--- src/hw/rtl/ohi_pkg.sv ---
// Package for the orbit Hermite interpolator: transfer payload types,
// arithmetic unit request type, sequencer state encodings and constants.
// No dependencies.
package ohi_pkg;

    // Fixed-point 1.0 in Q32.32.
    localparam logic signed [63:0] ONE_Q = 64'sh0000_0001_0000_0000;

    // Item function codes.
    localparam logic FUNC_LOAD  = 1'b0;
    localparam logic FUNC_QUERY = 1'b1;

    // Result status codes.
    localparam logic STATUS_OK         = 1'b0;
    localparam logic STATUS_COINCIDENT = 1'b1;

    typedef struct packed {
        logic               func;
        logic [1:0]         slot;
        logic signed [63:0] sample_time;
        logic signed [63:0] pos_x;
        logic signed [63:0] pos_y;
        logic signed [63:0] pos_z;
        logic signed [63:0] vel_x;
        logic signed [63:0] vel_y;
        logic signed [63:0] vel_z;
        logic signed [63:0] query_time;
    } in_item_t;

    typedef struct packed {
        logic signed [63:0] out_pos_x;
        logic signed [63:0] out_pos_y;
        logic signed [63:0] out_pos_z;
        logic signed [63:0] out_vel_x;
        logic signed [63:0] out_vel_y;
        logic signed [63:0] out_vel_z;
        logic               status;
    } out_item_t;

    typedef enum logic [1:0] {
        OP_ADD,
        OP_SUB,
        OP_MUL,
        OP_DIV
    } alu_op_t;

    typedef struct packed {
        logic    start;
        alu_op_t op;
    } alu_req_t;

    typedef enum logic [2:0] {
        ALU_IDLE,
        ALU_MUL,
        ALU_FIX,
        ALU_DSET,
        ALU_DIV,
        ALU_DFIN,
        ALU_DONE
    } alu_state_t;

    typedef enum logic [5:0] {
        C_IDLE,
        C_CTI,
        C_CHK,
        C_DT,
        C_ROW,
        C_D,
        C_R,
        C_Q,
        C_S,
        C_M,
        C_M2,
        C_F0,
        C_H,
        C_PI,
        C_P,
        C_PR,
        C_HD,
        C_N,
        C_N2,
        C_G1,
        C_E1,
        C_E2,
        C_E,
        C_G0,
        C_A1,
        C_A2,
        C_A,
        C_T1,
        C_T2,
        C_PS,
        C_B1,
        C_B2,
        C_B,
        C_T3,
        C_VS,
        C_OUT
    } ctl_state_t;

endpackage

--- src/hw/rtl/ohi_alu.sv ---
// Shared multi-cycle fixed-point arithmetic unit: saturating add and subtract,
// Q32.32 multiply from 32x32 partial products, and a restoring divider.
// Depends on ohi_pkg.
module ohi_alu
    import ohi_pkg::*;
(
    input  logic               clk,
    input  logic               rst_n,
    input  alu_req_t           req,
    input  logic signed [63:0] a,
    input  logic signed [63:0] b,
    output logic               done,
    output logic signed [63:0] y
);

    localparam logic signed [63:0] MAX_S = 64'sh7FFF_FFFF_FFFF_FFFF;
    localparam logic signed [63:0] MIN_S = 64'sh8000_0000_0000_0000;

    alu_state_t          state_reg;
    alu_state_t          state_next;
    logic signed [63:0]  a_reg;
    logic signed [63:0]  b_reg;
    logic [127:0]        acc_reg;
    logic [5:0]          cnt_reg;
    logic [63:0]         rem_reg;
    logic [63:0]         lo_reg;
    logic [63:0]         quo_reg;
    logic [63:0]         ud_reg;
    logic                neg_reg;
    logic signed [63:0]  y_reg;

    // Saturating add and subtract on the request operands.
    logic signed [63:0] sum_w;
    logic signed [63:0] dif_w;
    logic signed [63:0] add_sat;
    logic signed [63:0] sub_sat;

    always_comb
    begin
        sum_w = a + b;
        dif_w = a - b;
        if (a[63] == b[63] && sum_w[63] != a[63])
            add_sat = a[63] ? MIN_S : MAX_S;
        else
            add_sat = sum_w;
        if (a[63] != b[63] && dif_w[63] != a[63])
            sub_sat = a[63] ? MIN_S : MAX_S;
        else
            sub_sat = dif_w;
    end

    // One 32x32 partial product per cycle of the multiply.
    logic [31:0]  pa;
    logic [31:0]  pb;
    logic [63:0]  pp;
    logic [127:0] pp_sh;

    always_comb
    begin
        pa = cnt_reg[1] ? a_reg[63:32] : a_reg[31:0];
        pb = cnt_reg[0] ? b_reg[63:32] : b_reg[31:0];
        pp = pa * pb;
        case (cnt_reg[1:0])
            2'd0:    pp_sh = {64'd0, pp};
            2'd3:    pp_sh = {pp, 64'd0};
            default: pp_sh = {32'd0, pp, 32'd0};
        endcase
    end

    // Signed correction of the high half and saturation of the product.
    logic [63:0]        hi_fix;
    logic signed [63:0] mul_res;

    always_comb
    begin
        hi_fix = acc_reg[127:64] - (a_reg[63] ? b_reg : 64'd0)
                 - (b_reg[63] ? a_reg : 64'd0);
        if (hi_fix[63:31] == '0 || hi_fix[63:31] == '1)
            mul_res = {hi_fix[31:0], acc_reg[63:32]};
        else
            mul_res = hi_fix[63] ? MIN_S : MAX_S;
    end

    // Divider setup and one restoring step.
    logic [63:0] ua_w;
    logic [63:0] ud_w;
    logic        carry_w;
    logic [63:0] rem_sh;
    logic        take_w;

    always_comb
    begin
        ua_w    = a_reg[63] ? 64'd0 - a_reg : a_reg;
        ud_w    = b_reg[63] ? 64'd0 - b_reg : b_reg;
        carry_w = rem_reg[63];
        rem_sh  = {rem_reg[62:0], lo_reg[63]};
        take_w  = carry_w || (rem_sh >= ud_reg);
    end

    // Next state.
    always_comb
    begin
        state_next = state_reg;
        case (state_reg)
            ALU_IDLE:
            begin
                if (req.start)
                begin
                    case (req.op)
                        OP_MUL:  state_next = ALU_MUL;
                        OP_DIV:  state_next = ALU_DSET;
                        default: state_next = ALU_DONE;
                    endcase
                end
            end
            ALU_MUL:  state_next = (cnt_reg[1:0] == 2'd3) ? ALU_FIX : ALU_MUL;
            ALU_FIX:  state_next = ALU_DONE;
            ALU_DSET:
            begin
                if (ud_w == 64'd0 || {32'd0, ua_w[63:32]} >= ud_w)
                    state_next = ALU_DONE;
                else
                    state_next = ALU_DIV;
            end
            ALU_DIV:  state_next = (cnt_reg == 6'd0) ? ALU_DFIN : ALU_DIV;
            ALU_DFIN: state_next = ALU_DONE;
            ALU_DONE: state_next = ALU_IDLE;
            default:  state_next = ALU_IDLE;
        endcase
    end

    // Outputs.
    always_comb
    begin
        done = (state_reg == ALU_DONE);
        y    = y_reg;
    end

    always_ff @(posedge clk or negedge rst_n)
    begin
        if (!rst_n)
            state_reg <= ALU_IDLE;
        else
            state_reg <= state_next;
    end

    // Datapath registers.
    always_ff @(posedge clk)
    begin
        case (state_reg)
            ALU_IDLE:
            begin
                a_reg   <= a;
                b_reg   <= b;
                acc_reg <= '0;
                cnt_reg <= '0;
                if (req.op == OP_ADD)
                    y_reg <= add_sat;
                else
                    y_reg <= sub_sat;
            end
            ALU_MUL:
            begin
                acc_reg <= acc_reg + pp_sh;
                cnt_reg <= cnt_reg + 6'd1;
            end
            ALU_FIX:
            begin
                y_reg <= mul_res;
            end
            ALU_DSET:
            begin
                neg_reg <= a_reg[63] != b_reg[63];
                ud_reg  <= ud_w;
                rem_reg <= {32'd0, ua_w[63:32]};
                lo_reg  <= {ua_w[31:0], 32'd0};
                quo_reg <= '0;
                cnt_reg <= 6'd63;
                if (ud_w == 64'd0)
                    y_reg <= '0;
                else
                    y_reg <= (a_reg[63] != b_reg[63]) ? MIN_S : MAX_S;
            end
            ALU_DIV:
            begin
                rem_reg <= take_w ? rem_sh - ud_reg : rem_sh;
                quo_reg <= {quo_reg[62:0], take_w};
                lo_reg  <= {lo_reg[62:0], 1'b0};
                cnt_reg <= cnt_reg - 6'd1;
            end
            ALU_DFIN:
            begin
                if (neg_reg)
                    y_reg <= (quo_reg > 64'h8000_0000_0000_0000) ? MIN_S : 64'd0 - quo_reg;
                else
                    y_reg <= quo_reg[63] ? MAX_S : quo_reg;
            end
            default:
            begin
            end
        endcase
    end

endmodule

--- config.mk ---
export PLATFORM = sky130hd
export DESIGN_NAME = ohi_alu
export DESIGN_NICKNAME = d
export VERILOG_FILES = /design/src/hw/rtl/ohi_pkg.sv /design/src/hw/rtl/ohi_alu.sv
export SDC_FILE = /design/constraint.sdc
export NUM_CORES = 2
export LEC_CHECK = 0
export ABC_AREA = 0
export BUFFER_PORTS_ARGS = -buffer_cell sky130_fd_sc_hd__buf_2
export CAP_MARGIN = 20
export CORE_UTILIZATION = 55
export DETAILED_ROUTE_END_ITERATION = 6
export PLACE_DENSITY = 0.76
export SLEW_MARGIN = 0
export SYNTH_ARGS = -nofsm -noshare
export SYNTH_HDL_FRONTEND = slang
export SYNTH_SLANG_ARGS = --single-unit
--- constraint.sdc ---
create_clock -name clk -period 26.2 [get_ports clk]
set_input_delay 5.24 -clock clk [delete_from_list [all_inputs] [get_ports clk]]
set_output_delay 5.24 -clock clk [all_outputs]
set_load 0.02 [all_outputs]
; ---- Word-level counts from Yosys, hierarchy flattened
; Index checks and enable logic that the tools add are counted.
[totals]
register_bits = 586
out_inout_bits = 65
elab_cells = 89
[classes]
n_mux = 31
add_sub_neg = 11
order_cmp = 3
mul = 1
n_eq_ne = 16
reduce_logical = 16
[ops]
columns = cell, count
row1 = two-way mux 64 bit, 15
row2 = case mux 128 bit (2 select lines), 2
row3 = case mux 64 bit (2 select lines), 3
row4 = case mux 64 bit (4 select lines), 1
row5 = subtractor 64 bit, 4
row6 = subtractor 1 x 64 -> 64 bit (first input constant), 3
row7 = adder 128 bit, 1
row8 = adder 64 bit, 1
row9 = greater-or-equal comparator 32 x 64 -> 1 bit, 1
row10 = greater-or-equal comparator 64 bit, 1
row11 = greater-than comparator 64 bit (second input constant), 1
row12 = zero test 64 bit, 1
row13 = multiplier 32 x 32 -> 64 bit, 1
row14 = two-way mux 32 bit, 2
row15 = two-way mux 63 bit, 1
row16 = == test 33 bit (second input constant), 1
row17 = zero test 33 bit, 1
row18 = case mux 6 bit (4 select lines), 1
row19 = case mux 3 bit (5 select lines), 1
row20 = == test 3 bit (second input constant), 3
row21 = nonzero test 4 bit, 2
row22 = adder 6 x 1 -> 6 bit (second input constant), 1
row23 = == test 2 bit (second input constant), 3
row24 = == test 3 x 2 -> 1 bit (second input constant), 2
row25 = 16 further kinds, 25

; ---- Depth between registers and ports, before layout
[depth]
word_depth = 7
mapped_depth = 50
ltp_nobuf = 46

; ---- Worst setup path after synthesis
; No wires, ideal clock.
[synth_timing]
path_type = flip-flop to flip-flop
startpoint = register cnt_reg[1]
endpoint = register acc_reg[125], data pin
path_slack_ns = 13.829
setup_ns = 0.266
arrival_time_ns = 12.105
n_path_buf = 5
stages_incl_launch_ff = 45
period_less_slack_ns = 12.371
path_cell_list = edfxtp_1 > clkbuf_1 > buf_1 > mux2i_1 > clkbuf_1 > nor2_1 > fa_1 > fa_1 > inv_1 > fa_1 > fa_1 > fa_1 > inv_1 > fa_1 > fa_1 > fa_1 > ha_1 > clkbuf_1 > (+9 left out) > a21oi_1 > xnor2_1 > a22o_1 > ha_1 > clkbuf_1 > nand4_1 > or4b_2 > nor4_1 > o21ai_0 > a2111oi_0 > o21ai_0 > o21a_1 > o211ai_1 > nor4bb_1 > nor3b_1 > o41ai_1 > xnor2_1 > nor2_1
[synth_via]
elab_chain_cells = 5
elab_cells_between_ends = 7
cone_classes = add/sub: 1 / mul: 1 / eq/ne: 1 / mux: 3 / reduce/logical: 1
[synth_rtl]
columns = element, line
row1 = start: declaration, ohi_alu.sv:24  ; logic [5:0] cnt_reg;
row2 = start signal: assignment, ohi_alu.sv:165  ; cnt_reg <= cnt_reg + 6'd1;
row3 = start signal: assignment, ohi_alu.sv:189  ; cnt_reg <= cnt_reg - 6'd1;
row4 = two-way mux 32 bit, ohi_alu.sv:60  ; pa = cnt_reg[1] ? a_reg[63:32] : a_reg[31:0];
row5 = multiplier 32 x 32 -> 64 bit, ohi_alu.sv:62  ; pp = pa * pb;
row6 = case mux 128 bit (2 select lines) (*), ohi_alu.sv:63  ; case (cnt_reg[1:0])
row7 = adder 128 bit (*), ohi_alu.sv:164  ; acc_reg <= acc_reg + pp_sh;
row8 = case mux 128 bit (2 select lines) (*), ohi_alu.sv:150  ; case (state_reg)
row9 = end signal: assignment, ohi_alu.sv:164
row10 = end: declaration, ohi_alu.sv:23  ; logic [127:0] acc_reg;
; Every way passes the cells marked *; elsewhere a longest branch is shown, timed or not.
; A chain may end at the register's enable or synchronous reset.

; ---- Worst setup path after layout
[layout_timing]
startpoint = register cnt_reg[0]
endpoint = register acc_reg[122], data pin
[layout_via]
elab_chain_cells = 5
elab_cells_between_ends = 7
cone_classes = add/sub: 1 / mul: 1 / eq/ne: 1 / mux: 3 / reduce/logical: 1
[layout_rtl]
columns = element, line
row1 = two-way mux 32 bit, ohi_alu.sv:61  ; pb = cnt_reg[0] ? b_reg[63:32] : b_reg[31:0];
row2 = multiplier 32 x 32 -> 64 bit, ohi_alu.sv:62
row3 = case mux 128 bit (2 select lines) (*), ohi_alu.sv:63
row4 = adder 128 bit (*), ohi_alu.sv:164
row5 = case mux 128 bit (2 select lines) (*), ohi_alu.sv:150
; Marked as above.

==> summary.md <==
| Metric | Value |
|---|---|
| Failing checks | design-rule violations |
| Slew Limit Headroom | 0.1860 |
| Type of element capturing the critical path | flip-flop |
| Wire length per cell | 30.93 um |
| Share of synthesized area occupied by flip-flops and latches | 0.1935 |
| Worst min-delay path class | flip-flop to flip-flop |
| Weighted congestion reported at the end of routability-driven placement | 1.093 |
| Core outline area | 154600 um^2 |
| Result of the run | finished, violations left |
| Fraction of synthesis flops using an asynchronous set or reset pin | 0.005415 |
| Part of the cycle the worst path needs | 0.6137 |
| Via count of the first global-routing pass | 78030 |
| Highest achievable clock rate | 62.19 MHz |
| Max clock buf depth | 3 |
| Endpoint arrival time on the critical path | 16.50 ns |
| Leading register cell type out of synthesis | sky130_fd_sc_hd__edfxtp_1 |
| Placement row count | 144 |
| Number of vias per cell | 6.598 |
| DIE AREA | 157700 um^2 |
| Count of maximum capacitance violations | 0 |
| Setup Buffers After CTS | 0 |
| Vias | 80080 |
| Number of ports placed on the die boundary | 198 |
| Largest net degree at the start of global routing | 86 |
| Die Span Y | between 300 and 400 um |
| Most frequent cells in the layout | sky130_fd_sc_hd__nor2_1, sky130_fd_sc_hd__inv_1, sky130_fd_sc_hd__nand2_1 |
| Post-detail-place hpwl | roughly 300000 um |
| Number of distinct library cells after synthesis | 88 |
| Flip-flop count of the largest register after layout | roughly 130 |
| Syn Inst Count | 10100 |
| P&R area growth vs syn | 6.573% |
| Remaining global-route overflow | 0 |
| Count of antenna-violating nets left after detailed routing | 0 |
| Synth Warn # | 0 |
| Critical path's slowest cell | sky130_fd_sc_hd__buf_4 |
| Number of flops mapped to enable cells by yosys | ~550 |
| Global routing usage summed across all routing layers | 0.4711 |
| Final routed DRC violation total | 4 |
| CTS Buf Count | 70 |
| Mean instance size in the synthesized netlist | 8.506 um^2 |
| Worst path max stage delay | between 0.6 and 0.7 ns |
| Final setup violating endpoints | 0 |
| Startpoint types | flip-flop |
| Global-route wire length before repair | 538300 um |
| Post-detailed-routing wire length | about 380000 um |
| Post-layout min period | about 16 ns |
| Iteration-0 DRC Markers | 10710 |
| CTS Hold Buffers Added | 0 |
| Fraction of layout cells with a size suffix above 1 | 0.06822 |
| Count of state elements after synthesis | 554 |
| Total standard cell area after synthesis | between 80000 and 90000 um^2 |
| Post-Synthesis Net Count | 11890 |
| Leading cell type in the layout, fill and taps excluded | sky130_fd_sc_hd__nor2_1 |
| Worst hold-check slack | 0.5229 ns |
| Number of sinks on the clock net | approximately 550 |
| Level count of the clock H-tree | 3 |
| CTS Root Buffer Type | sky130_fd_sc_hd__clkbuf_16 |
| Initial antenna violation count | 43 |
| Quantity of I/O buffers inserted on ports | 197 |
| Number of iterations in the first detailed-routing pass | 7 |
| Clock tree from TritonCTS | built |
| Number of cells upsized or downsized after cts | 0 |
| Critical path start-end classification | flip-flop to flip-flop |
| Cell mode on critical path | sky130_fd_sc_hd__fa_1 |
| Setup TNS after final layout | 0 ns |
| Net total in the final layout | around 12000 |
| Later-pin clock latency in the skew report | 0.71 ns |
| Worst clock skew | 0.05023 ns |
| Required time worst endpoint | 26.62 ns |
| Clock-pin slew on the worst setup and hold paths | roughly 0.080 ns |
| Final hold viol count | 0 |
| Initial cell density of the core | 0.5555 |
| Largest driver fanout on the critical path | 44 |
| Transition time at the pin with the least slew margin | 1.206 ns |
| RSZ-0062 raised after global routing | no |
| Max-slew violations | 0 |
| Die Span X | 397.2 um |
==> cell usage after synthesis, drive strengths merged, types with 98 or more instances <==
cell,instances,area (um^2)
nor2,1196,4506
inv,1191,4471
nand2,1064,3994
fa,965,19320
ha,693,8671
a21oi,685,3428
o21ai,570,2853
edfxtp,551,16550
clkbuf,496,1866
xnor2,340,2978
a21o,222,1667
xor2,186,1629
and2,148,925.9
nand3,144,720.7
nor3,138,690.7
nand4,129,807.0
mux2i,98,980.9
==> final timing paths <==
| kind | end | slack, ns | startpoint | depth (start not counted) |
|---|---|---|---|---|
| worst min register to register | lo_reg[60] | 0.52 | lo_reg[59] | 2 |
| max in group asynchronous | state_reg[1] | 21.68 | rst_n | 1 |
| worst min-delay path | lo_reg[60] | 0.52 | lo_reg[59] | 2 |
| min in group asynchronous | state_reg[0] | 4.36 | rst_n | 1 |
| worst max register to register | acc_reg[122] | 10.12 | cnt_reg[0] | 45 |
| worst max-delay path | acc_reg[122] | 10.12 | cnt_reg[0] | 45 |
==> logic make-up (layout without fill, tap and decap cells) <==
group	Yosys count	in the layout	share of synthesized area
mux	159	159	0.01942
other cells	0	22	0
buf+inv	1728	1701	0.07625
compound gates	2210	2210	0.1609
xor+xnor	526	526	0.05364
simple gates	3262	3262	0.1704
fa+ha+maj	1658	1658	0.3259
flops	554	554	0.1935
==> routing by layer <==
layer | track usage | vias up | share of wire
met3 | 0.1686 | 1295 | 0.14
met1 | 0.5927 | 39200 | 0.37
met2 | 0.6765 | 5579 | 0.41
li1 | - | 33990 | -
met4 | 0.3201 | 16 | 0.084
met5 | 0 | - | 0.00028
==> through the flow <==
stage	area, um^2	util	std cells	setup slack, ns
finish	91530	0.5921	12140	10.12
global route	91500	0.5919	12130	9.734
CTS	91470	0.5917	12110	10.51
detailed placement	89060	0.5761	11990	10.61
global placement	89050	0.5760	11990	9.989
floorplan	85880	-	10100	13.83
==> critical path: cells and delay by family (launching register included) <==
kind,cells,cell delay (ns)
compound gates,16,5.28
fa+ha+maj,10,4.99
simple gates,10,2.68
buf+inv,7,1.89
flops,1,0.34
mux,1,0.29
xor+xnor,1,0.17
==> layout make-up <==
type | instances | area (um^2)
diodes | 22 | 55.05
flip-flops and latches | 554 | 16620
multi-input cells | 7815 | 63050
clock buffers | 77 | 1799
fillers | 13680 | 63060
repair buffers | 379 | 2349
well taps | 2044 | 2557
inverters | 1194 | 4484
clock inverters | 51 | 611.8
Power is not shown: default switching activity piles up to over one toggle a cycle in this logic, so the estimate is an artifact.
